$ cat src/rtl/joint_sample_ema_filter_defines.svh
// Assertion helpers shared by the RTL
`ifndef JOINT_SAMPLE_EMA_FILTER_DEFINES_SVH
`define JOINT_SAMPLE_EMA_FILTER_DEFINES_SVH

// same-cycle implication
`define JSEF_ASSERT_NOW(label, clk, rst_n, ante, cons, msg) \
    label: assert property (@(posedge clk) disable iff (!rst_n) (ante) |-> (cons)) \
        else $error(msg);

// next-cycle implication
`define JSEF_ASSERT_NEXT(label, clk, rst_n, ante, cons, msg) \
    label: assert property (@(posedge clk) disable iff (!rst_n) (ante) |=> (cons)) \
        else $error(msg);

`endif

$ cat src/rtl/jsef_pkg.sv
`default_nettype none

package jsef_pkg;

    localparam int CH_W      = 3;
    localparam int RAW_W     = 10;
    localparam int ALPHA_W   = 17;
    localparam int GAIN_W    = 16;
    localparam int DATA_W    = 24;
    localparam int DEG_W     = 8;
    localparam int CFG_W     = 17;
    localparam int CFG_IDX_W = 2;

    // datapath of the shared multiplier
    localparam int ADJ_W  = 11;
    localparam int OP_A_W = 25;
    localparam int OP_B_W = 26;
    localparam int PROD_W = OP_A_W + OP_B_W;
    localparam int ACC_W  = PROD_W + 1;

    localparam int DEF_NUM_JOINTS = 6;
    localparam int JOINT_CHANNELS = 6;

    localparam logic [CH_W-1:0] GRIP_TARGET_CH   = 3'd6;
    localparam logic [CH_W-1:0] GRIP_MEASURED_CH = 3'd7;

    localparam logic [CFG_IDX_W-1:0] CFG_ALPHA         = 2'd0;
    localparam logic [CFG_IDX_W-1:0] CFG_POSITION_GAIN = 2'd1;
    localparam logic [CFG_IDX_W-1:0] CFG_VELOCITY_GAIN = 2'd2;

    localparam logic [ALPHA_W-1:0] ALPHA_RESET         = 17'd13107;
    localparam logic [ALPHA_W-1:0] ALPHA_ONE           = 17'h10000;
    localparam logic [GAIN_W-1:0]  POSITION_GAIN_RESET = 16'd256;
    localparam logic [GAIN_W-1:0]  VELOCITY_GAIN_RESET = 16'd2560;

    localparam logic [DEG_W-1:0] GRIP_RESET_DEG = 8'd90;
    localparam logic [RAW_W-1:0] GRIP_RESET_RAW = 10'd90;
    localparam int               GRIP_FULL_SCALE = 1023;

    // 300 deg / 1023 counts in radians, Q0.32
    localparam logic signed [OP_B_W-1:0] ANGLE_SCALE = 26'sd21982792;

    localparam logic signed [ADJ_W-1:0] OFFSET_CENTER   = 11'sd512;
    localparam logic signed [ADJ_W-1:0] OFFSET_SHOULDER = 11'sd870;
    localparam logic signed [ADJ_W-1:0] OFFSET_ELBOW    = 11'sd820;

    localparam int S24_MAX = 8388607;
    localparam int S24_MIN = -8388608;

endpackage

`default_nettype wire

$ cat src/rtl/joint_sample_ema_filter.sv
`default_nettype none

// Joint sample filter. Takes one potentiometer count per transaction and returns one result.
// Joint channels (below NUM_JOINTS) run through a sequencer around a single 25x26 signed
// multiplier that forms seven products in turn (angle scale, two filter terms, position gain,
// velocity gain, two filter terms); a joint result passes through S_ANG_MUL to S_V_RND and
// S_FINISH before it is loaded into the output register, with no new transaction taken
// meanwhile. A gripper channel passes through S_GRIP and S_FINISH, an unused joint channel
// through S_FINISH alone. A finished result waits while the previous one is still stalled at
// the output, which adds those stall cycles. A new transaction is taken in the cycle after
// the result is loaded, even while it is still stalled at the output. Configuration writes
// are taken at any time but are meant for idle periods; a filter weight above 1.0 acts as 1.0.

`include "joint_sample_ema_filter_defines.svh"

module joint_sample_ema_filter
    import jsef_pkg::*;
#(
    parameter int NUM_JOINTS = DEF_NUM_JOINTS
) (
    input  wire logic                        clk,
    input  wire logic                        rst_n,

    input  wire logic                        cfg_write_en,
    input  wire logic [CFG_IDX_W-1:0]        cfg_index,
    input  wire logic [CFG_W-1:0]            cfg_data,

    input  wire logic                        in_valid,
    output logic                             in_stall,
    input  wire logic [CH_W-1:0]             channel,
    input  wire logic [RAW_W-1:0]            raw_sample,

    output logic                             out_valid,
    input  wire logic                        out_stall,
    output logic [CH_W-1:0]                  out_channel,
    output logic signed [DATA_W-1:0]         position,
    output logic signed [DATA_W-1:0]         velocity
);

    localparam logic [CH_W-1:0] JOINT_LIMIT = CH_W'(NUM_JOINTS);

    typedef enum logic [4:0] {
        S_IDLE,
        S_ANG_MUL,
        S_ANG_RND,
        S_P_MUL1,
        S_P_MUL2,
        S_P_SUM,
        S_P_RND,
        S_POS_MUL,
        S_POS_RND,
        S_DIFF,
        S_DV_MUL,
        S_DV_RND,
        S_V_MUL1,
        S_V_MUL2,
        S_V_SUM,
        S_V_RND,
        S_GRIP,
        S_FINISH
    } state_t;

    // round to nearest, halves away from zero
    function automatic logic signed [ACC_W-1:0] rnd16(input logic signed [ACC_W-1:0] x);
        logic signed [ACC_W-1:0] y;
        y = x + (x[ACC_W-1] ? ACC_W'(32767) : ACC_W'(32768));
        return y >>> 16;
    endfunction

    function automatic logic signed [ACC_W-1:0] rnd8(input logic signed [ACC_W-1:0] x);
        logic signed [ACC_W-1:0] y;
        y = x + (x[ACC_W-1] ? ACC_W'(127) : ACC_W'(128));
        return y >>> 8;
    endfunction

    function automatic logic signed [DATA_W-1:0] sat24(input logic signed [ACC_W-1:0] x);
        logic signed [DATA_W-1:0] y;
        if (x > ACC_W'(S24_MAX))
            y = DATA_W'(S24_MAX);
        else if (x < ACC_W'(S24_MIN))
            y = DATA_W'(S24_MIN);
        else
            y = DATA_W'(x);
        return y;
    endfunction

    function automatic logic signed [ADJ_W-1:0] joint_adjust(
        input logic [CH_W-1:0]  ch,
        input logic [RAW_W-1:0] raw
    );
        logic signed [ADJ_W-1:0] r;
        logic signed [ADJ_W-1:0] adj;
        r = ADJ_W'(raw);
        case (ch)
            3'd0:    adj = r - OFFSET_CENTER;
            3'd1:    adj = OFFSET_SHOULDER - r;
            3'd2:    adj = OFFSET_ELBOW - r;
            3'd3:    adj = OFFSET_CENTER - r;
            3'd4:    adj = OFFSET_CENTER - r;
            3'd5:    adj = r - OFFSET_CENTER;
            default: adj = '0;
        endcase
        return adj;
    endfunction

    // floor(raw*180/1023): quotient estimate by >>10 is short by at most one
    function automatic logic [DEG_W-1:0] grip_degrees(input logic [RAW_W-1:0] raw);
        logic [17:0]      x;
        logic [DEG_W-1:0] q;
        logic [10:0]      r;
        x = (18'(raw) << 7) + (18'(raw) << 5) + (18'(raw) << 4) + (18'(raw) << 2);
        q = x[17:10];
        r = 11'(x[9:0]) + 11'(q);
        if (r >= 11'(GRIP_FULL_SCALE))
            q = q + DEG_W'(1);
        return q;
    endfunction

    state_t state_reg, state_next;

    logic                      out_valid_reg, out_valid_next;
    logic [CH_W-1:0]           out_channel_reg, out_channel_next;
    logic signed [DATA_W-1:0]  out_position_reg, out_position_next;
    logic signed [DATA_W-1:0]  out_velocity_reg, out_velocity_next;

    logic [ALPHA_W-1:0]        alpha_reg, alpha_next;
    logic [GAIN_W-1:0]         position_gain_reg, position_gain_next;
    logic [GAIN_W-1:0]         velocity_gain_reg, velocity_gain_next;

    logic signed [DATA_W-1:0]  joint_pos_reg [NUM_JOINTS];
    logic signed [DATA_W-1:0]  joint_pos_next [NUM_JOINTS];
    logic signed [DATA_W-1:0]  joint_vel_reg [NUM_JOINTS];
    logic signed [DATA_W-1:0]  joint_vel_next [NUM_JOINTS];
    logic [DEG_W-1:0]          grip_target_prev_reg, grip_target_prev_next;
    logic [RAW_W-1:0]          grip_meas_prev_reg, grip_meas_prev_next;

    // working registers of the current transaction
    logic [CH_W-1:0]           ch_reg, ch_next;
    logic [RAW_W-1:0]          raw_reg, raw_next;
    logic signed [ADJ_W-1:0]   adj_reg, adj_next;
    logic signed [DATA_W-1:0]  old_pos_reg, old_pos_next;
    logic signed [DATA_W-1:0]  old_vel_reg, old_vel_next;
    logic signed [OP_A_W-1:0]  tmp_reg, tmp_next;
    logic signed [PROD_W-1:0]  prod_reg, prod_next;
    logic signed [ACC_W-1:0]   acc_reg, acc_next;
    logic signed [DATA_W-1:0]  pos_reg, pos_next;
    logic signed [DATA_W-1:0]  vel_reg, vel_next;

    logic [ALPHA_W-1:0]        alpha_eff;
    logic [ALPHA_W-1:0]        alpha_comp;
    logic signed [OP_A_W-1:0]  op_a;
    logic signed [OP_B_W-1:0]  op_b;
    logic [DEG_W-1:0]          grip_deg;

    assign alpha_eff  = (alpha_reg > ALPHA_ONE) ? ALPHA_ONE : alpha_reg;
    assign alpha_comp = ALPHA_ONE - alpha_eff;
    assign grip_deg   = grip_degrees(raw_reg);

    // shared multiplier operand select
    always_comb
    begin
        op_a = tmp_reg;
        op_b = '0;
        case (state_reg)
            S_ANG_MUL:
            begin
                op_a = OP_A_W'(adj_reg);
                op_b = ANGLE_SCALE;
            end
            S_P_MUL1, S_V_MUL1:
            begin
                op_b = OP_B_W'(alpha_eff);
            end
            S_P_MUL2:
            begin
                op_a = OP_A_W'(old_pos_reg);
                op_b = OP_B_W'(alpha_comp);
            end
            S_V_MUL2:
            begin
                op_a = OP_A_W'(old_vel_reg);
                op_b = OP_B_W'(alpha_comp);
            end
            S_POS_MUL:
            begin
                op_b = OP_B_W'(position_gain_reg);
            end
            S_DV_MUL:
            begin
                op_b = OP_B_W'(velocity_gain_reg);
            end
            default:
            begin
                op_b = '0;
            end
        endcase
    end

    assign prod_next = op_a * op_b;

    always_comb
    begin
        state_next            = state_reg;
        out_valid_next        = out_valid_reg && out_stall;
        out_channel_next      = out_channel_reg;
        out_position_next     = out_position_reg;
        out_velocity_next     = out_velocity_reg;
        alpha_next            = alpha_reg;
        position_gain_next    = position_gain_reg;
        velocity_gain_next    = velocity_gain_reg;
        joint_pos_next        = joint_pos_reg;
        joint_vel_next        = joint_vel_reg;
        grip_target_prev_next = grip_target_prev_reg;
        grip_meas_prev_next   = grip_meas_prev_reg;
        ch_next               = ch_reg;
        raw_next              = raw_reg;
        adj_next              = adj_reg;
        old_pos_next          = old_pos_reg;
        old_vel_next          = old_vel_reg;
        tmp_next              = tmp_reg;
        acc_next              = acc_reg;
        pos_next              = pos_reg;
        vel_next              = vel_reg;

        if (cfg_write_en)
        begin
            case (cfg_index)
                CFG_ALPHA:         alpha_next         = cfg_data;
                CFG_POSITION_GAIN: position_gain_next = cfg_data[GAIN_W-1:0];
                CFG_VELOCITY_GAIN: velocity_gain_next = cfg_data[GAIN_W-1:0];
                default:           ;
            endcase
        end

        case (state_reg)
            S_IDLE:
            begin
                if (in_valid)
                begin
                    ch_next  = channel;
                    raw_next = raw_sample;
                    adj_next = joint_adjust(channel, raw_sample);
                    for (int j = 0; j < NUM_JOINTS; j++)
                    begin
                        if (channel == CH_W'(j))
                        begin
                            old_pos_next = joint_pos_reg[j];
                            old_vel_next = joint_vel_reg[j];
                        end
                    end
                    if (channel < JOINT_LIMIT)
                        state_next = S_ANG_MUL;
                    else if (channel >= GRIP_TARGET_CH)
                        state_next = S_GRIP;
                    else
                    begin
                        // joint channel not fitted
                        pos_next   = '0;
                        vel_next   = '0;
                        state_next = S_FINISH;
                    end
                end
            end
            S_ANG_MUL: state_next = S_ANG_RND;
            S_ANG_RND:
            begin
                tmp_next   = OP_A_W'(rnd16(ACC_W'(prod_reg)));
                state_next = S_P_MUL1;
            end
            S_P_MUL1: state_next = S_P_MUL2;
            S_P_MUL2:
            begin
                acc_next   = ACC_W'(prod_reg);
                state_next = S_P_SUM;
            end
            S_P_SUM:
            begin
                acc_next   = acc_reg + ACC_W'(prod_reg);
                state_next = S_P_RND;
            end
            S_P_RND:
            begin
                tmp_next   = OP_A_W'(rnd16(acc_reg));
                state_next = S_POS_MUL;
            end
            S_POS_MUL: state_next = S_POS_RND;
            S_POS_RND:
            begin
                pos_next   = sat24(rnd8(ACC_W'(prod_reg)));
                state_next = S_DIFF;
            end
            S_DIFF:
            begin
                tmp_next   = OP_A_W'(pos_reg) - OP_A_W'(old_pos_reg);
                state_next = S_DV_MUL;
            end
            S_DV_MUL: state_next = S_DV_RND;
            S_DV_RND:
            begin
                tmp_next   = OP_A_W'(sat24(rnd8(ACC_W'(prod_reg))));
                state_next = S_V_MUL1;
            end
            S_V_MUL1: state_next = S_V_MUL2;
            S_V_MUL2:
            begin
                acc_next   = ACC_W'(prod_reg);
                state_next = S_V_SUM;
            end
            S_V_SUM:
            begin
                acc_next   = acc_reg + ACC_W'(prod_reg);
                state_next = S_V_RND;
            end
            S_V_RND:
            begin
                vel_next   = sat24(rnd16(acc_reg));
                state_next = S_FINISH;
            end
            S_GRIP:
            begin
                if (ch_reg == GRIP_TARGET_CH)
                begin
                    pos_next = DATA_W'(grip_deg);
                    vel_next = DATA_W'(grip_deg) - DATA_W'(grip_target_prev_reg);
                end
                else
                begin
                    pos_next = DATA_W'(raw_reg);
                    vel_next = DATA_W'(raw_reg) - DATA_W'(grip_meas_prev_reg);
                end
                state_next = S_FINISH;
            end
            S_FINISH:
            begin
                // wait for the output register to free up, then commit
                if (!out_valid_reg || !out_stall)
                begin
                    out_valid_next    = 1'b1;
                    out_channel_next  = ch_reg;
                    out_position_next = pos_reg;
                    out_velocity_next = vel_reg;
                    for (int j = 0; j < NUM_JOINTS; j++)
                    begin
                        if (ch_reg == CH_W'(j))
                        begin
                            joint_pos_next[j] = pos_reg;
                            joint_vel_next[j] = vel_reg;
                        end
                    end
                    if (ch_reg == GRIP_TARGET_CH)
                        grip_target_prev_next = pos_reg[DEG_W-1:0];
                    if (ch_reg == GRIP_MEASURED_CH)
                        grip_meas_prev_next = pos_reg[RAW_W-1:0];
                    state_next = S_IDLE;
                end
            end
            default: state_next = S_IDLE;
        endcase
    end

    always_ff @(posedge clk or negedge rst_n)
    begin
        if (!rst_n)
        begin
            state_reg            <= S_IDLE;
            out_valid_reg        <= 1'b0;
            out_channel_reg      <= '0;
            out_position_reg     <= '0;
            out_velocity_reg     <= '0;
            alpha_reg            <= ALPHA_RESET;
            position_gain_reg    <= POSITION_GAIN_RESET;
            velocity_gain_reg    <= VELOCITY_GAIN_RESET;
            for (int j = 0; j < NUM_JOINTS; j++)
            begin
                joint_pos_reg[j] <= '0;
                joint_vel_reg[j] <= '0;
            end
            grip_target_prev_reg <= GRIP_RESET_DEG;
            grip_meas_prev_reg   <= GRIP_RESET_RAW;
        end
        else
        begin
            state_reg            <= state_next;
            out_valid_reg        <= out_valid_next;
            out_channel_reg      <= out_channel_next;
            out_position_reg     <= out_position_next;
            out_velocity_reg     <= out_velocity_next;
            alpha_reg            <= alpha_next;
            position_gain_reg    <= position_gain_next;
            velocity_gain_reg    <= velocity_gain_next;
            joint_pos_reg        <= joint_pos_next;
            joint_vel_reg        <= joint_vel_next;
            grip_target_prev_reg <= grip_target_prev_next;
            grip_meas_prev_reg   <= grip_meas_prev_next;
        end
    end

    always_ff @(posedge clk)
    begin
        ch_reg      <= ch_next;
        raw_reg     <= raw_next;
        adj_reg     <= adj_next;
        old_pos_reg <= old_pos_next;
        old_vel_reg <= old_vel_next;
        tmp_reg     <= tmp_next;
        prod_reg    <= prod_next;
        acc_reg     <= acc_next;
        pos_reg     <= pos_next;
        vel_reg     <= vel_next;
    end

    assign in_stall    = (state_reg != S_IDLE);
    assign out_valid   = out_valid_reg;
    assign out_channel = out_channel_reg;
    assign position    = out_position_reg;
    assign velocity    = out_velocity_reg;

    `JSEF_ASSERT_NEXT(a_accept_goes_busy, clk, rst_n, in_valid && !in_stall, in_stall,
        "accepted transaction did not start the sequencer")
    `JSEF_ASSERT_NEXT(a_finish_loads_output, clk, rst_n,
        state_reg == S_FINISH && (!out_valid_reg || !out_stall),
        out_valid_reg && state_reg == S_IDLE, "finished result not loaded into output")
    `JSEF_ASSERT_NOW(a_joint_path_channel, clk, rst_n, state_reg == S_ANG_MUL,
        ch_reg < JOINT_LIMIT, "filter sequence started for a non-joint channel")
    `JSEF_ASSERT_NOW(a_grip_target_range, clk, rst_n, 1'b1,
        grip_target_prev_reg <= 8'd180, "stored gripper target above 180 degrees")

endmodule

`default_nettype wire

$ cat config.mk
export PLATFORM = sky130hd
export DESIGN_NAME = joint_sample_ema_filter
export DESIGN_NICKNAME = d
export VERILOG_FILES = /design/src/rtl/jsef_pkg.sv /design/src/rtl/joint_sample_ema_filter.sv
export VERILOG_INCLUDE_DIRS = /design/src /design/src/rtl
export SDC_FILE = /design/constraint.sdc
export NUM_CORES = 2
export LEC_CHECK = 0
export CAP_MARGIN = 15
export CORE_UTILIZATION = 45
export DETAILED_ROUTE_END_ITERATION = 10
export DONT_BUFFER_PORTS = 1
export SLEW_MARGIN = 15
export SYNTH_ARGS = -nofsm -noshare
export SYNTH_HDL_FRONTEND = slang
export SYNTH_SLANG_ARGS = --single-unit
$ cat constraint.sdc
create_clock -name clk -period 17.6 [get_ports clk]
set_input_delay 3.52 -clock clk [delete_from_list [all_inputs] [get_ports clk]]
set_output_delay 3.52 -clock clk [all_outputs]
set_load 0.01 [all_outputs]
==> flow_metrics.env <==
export IMPL_final_hold_violation_count=0
export IMPL_clk_latency_ps=680
export IMPL_fin_crit_sh_pct=66.02
export IMPL_drive_above_1_share_pct=11.39
export IMPL_design_die_area_um2=124400
export IMPL_initial_core_util_pct=45.42
export IMPL_globalplace_congestion=0.9591
export IMPL_status="finished with violations"
export IMPL_drc=0
export IMPL_ys_async_sr_fraction_pct=62.42
export IMPL_yosys_cell_types_count=107
export IMPL_first_pass_iters=8
export IMPL_final_antenna_net_count=0
export IMPL_yosys_warnings=0
export IMPL_fillers=11420
export IMPL_setup_worst_path_end_class="flop"
export IMPL_grt_pass1_vias=42150
export IMPL_violations="slew limit"
export IMPL_cts_setup_buffers=0
export IMPL_vias=41630
export IMPL_io_buffers=0
export IMPL_antenna_found_initial=6
export IMPL_yosys_area_share_simple_pct=12.53
export IMPL_synthFlopType="dfrtp_1"
export IMPL_finalSetupViolCount=0
export IMPL_hold_class="reg -> reg"
export IMPL_slew_headroom_pct=-18.37
export IMPL_die_h_um=352.7
export IMPL_numCtsBuffers=75
export IMPL_slowest_stage="o21ai_0"
export IMPL_synth_edff_count=197
export IMPL_synth_xor_area_share_pct=3.338
export IMPL_slowest_delay_ps=680
export IMPL_rsz0062_at_grt="false"
export IMPL_numClockSinks=660
export IMPL_grtUsageTotal_pct=26.94
export IMPL_cts_htree_levels=3
export IMPL_gr_total_overflow=0
export IMPL_critical_path_required_ps=18140
export IMPL_rows=128
export IMPL_syn_area_um2=55360
export IMPL_post_cts_resized=0
export IMPL_synth_compound_area_share_pct=12.04
export IMPL_syn_nets=6606
export IMPL_nets=6500
export IMPL_dp_hpwl_um=126100
export IMPL_fin_skew_ps=46.10
export IMPL_clockRootBuffer="clkbuf_16"
export IMPL_maxCapViolCount=0
export IMPL_cts_hold_buffers=0
export IMPL_worst_path_buf_inv=4
export IMPL_drt_iter0_drc=3602
export IMPL_wl_per_cell_um=22.89
export IMPL_path_delay_family="adder cells"
export IMPL_areaGrowthSynthToFinish_pct=7.705
export IMPL_worstSetupStartpointType="flop"
export IMPL_fp_coreArea_um2=121900
export IMPL_synth_cells=5698
export IMPL_critPathKind="reg -> reg"
export IMPL_cts_tree="yes"
export IMPL_synth_top_family_by_area="adder cells"
export IMPL_crit_arrival_ps=12160
export IMPL_finalWorstPathRequiredPeriod_ps=11620
export IMPL_synth_seq_cells=660
export IMPL_io_pins=90
export IMPL_die_width_um=352.7
export IMPL_via_per_inst=5.717
export IMPL_postSynthAreaPerCell_um2=9.716
export IMPL_path_clk_slew_ps=60
export IMPL_synthAdderAreaFrac_pct=26.07
export IMPL_slew_violations=198
export IMPL_clock_path_buffers=3
export IMPL_path_max_fanout=18
export IMPL_fmax_mhz=86.06
export IMPL_grt_start_max_net_pins=413
export IMPL_max_slew_worst_pin_slew_ps=1775
export IMPL_crit_path_frequent_cell="fa_1"
export IMPL_synth_seq_area_share_pct=31.20
export IMPL_grt_pass1_wl_um=257600
export IMPL_synthMuxAreaShare_pct=8.109
export IMPL_fin_setup_tns_ps=0
export IMPL_routed_wl_um=166700
Yosys cell counts, types with 92 or more instances:
cell type  instances  area share, %
edfxtp_1         197             11
a21oi_1          305            2.8
fa_1             471             17
a21o_1            92            1.2
xnor2_1          114            1.8
nand2_1          705            4.8
nor2_1           405            2.7
inv_1            718            4.9
xor2_1            97            1.5
ha_1             400            9.0
dfrtp_1          393             18
clkbuf_1         196            1.3
o21ai_0          228            2.1
mux2_2           347            7.1
worst min-delay path, cell delays in order, from the launching register on:
cell	delay, ps
dfrtp_1	340
nand2_1	50
o21ai_0	60
path summary, 6_finish.rpt:
path / endpoint / slack, ps / startpoint / cells after the start
min reg2reg: joint_pos_reg[96]$_DFFE_PN0P_ / 500 / joint_pos_reg[96]$_DFFE_PN0P_ / 2
max reg2reg: prod_reg[47]$_DFF_P_ / 5980 / alpha_reg[2]$_DFFE_PN0P_ / 38
max: prod_reg[47]$_DFF_P_ / 5980 / alpha_reg[2]$_DFFE_PN0P_ / 38
min in group asynchronous: velocity_gain_reg[7]$_DFFE_PN0P_ / 2570 / rst_n / 0
max in group asynchronous: joint_vel_reg[22]$_DFFE_PN0P_ / 13630 / rst_n / 0
min: joint_pos_reg[96]$_DFFE_PN0P_ / 500 / joint_pos_reg[96]$_DFFE_PN0P_ / 2
cells in the final DEF, fill, tap and decap left out, types with 15 or more instances in the layout:
master and count:
inv_1 718, nand2_1 704, fa_1 471, nor2_1 401
ha_1 400, dfrtp_1 393, mux2_2 347, a21oi_1 303
o21ai_0 228, edfxtp_1 197, xnor2_1 114, xor2_1 97
a21o_1 92, clkbuf_16 75, a211oi_1 69, buf_4 68
nand3_1 66, nor3_1 61, mux2i_1 57, dfxtp_1 51
nand2b_1 41, and2_1 39, and3_1 38, o21a_1 38
nand4_1 38, o211ai_1 30, nor2b_1 29, or2_2 24
o21bai_1 22, o22ai_1 22, a221oi_1 21, o221ai_1 21
clkbuf_1 21, a221o_1 20, a31oi_1 19, dfstp_2 19
nor4_1 16, o31ai_1 15
layout make-up:
cell class	instances	area (µm²)	area share (%)
multi-input cells	4068	34510	57.88
flip-flops and latches	660	17270	28.96
inverters	718	2695	4.520
clock buffers	103	2052	3.441
well taps	1625	2033	3.410
repair buffers	69	538.0	0.9023
clock inverters	36	519.2	0.8708
diodes	3	7.507	0.01259
per-stage QoR:
stage	cells	utilization (%)	setup slack (ps)	instance area, µm²	hold slack [ps]
6_report	7282	48.92	5980	59630	496.1
4_1_cts	7277	48.89	6104	59580	494.9
2_1_floorplan	5698	-	7693	55360	449.6
5_1_grt	7279	48.92	5182	59620	508.4
3_5_place_dp	7138	46.78	6200	57010	474.3
3_3_place_gp	7137	46.77	6435	57000	468.8
routing by layer:
layer	vias to the layer above	GRT usage [%]	routed length, µm
met3	301	4.935	12550
met4	2	9.035	6000
met1	20950	37.75	73150
li1	19010	-	-
met5	-	0	13
met2	1366	41.97	74950
cells by family after synthesis:
kind of cell,count (synthesis)
AO/OA/AOI/OAI,1032
XOR/XNOR,211
adder cells (fa/ha/maj),871
buffers and inverters,970
flip-flops,660
multiplexers,405
other,1
AND/OR/NAND/NOR,1548
Power is left out: the tool's default activity adds up to more than one toggle a clock period on the data nets, which glitch-free logic cannot reach.
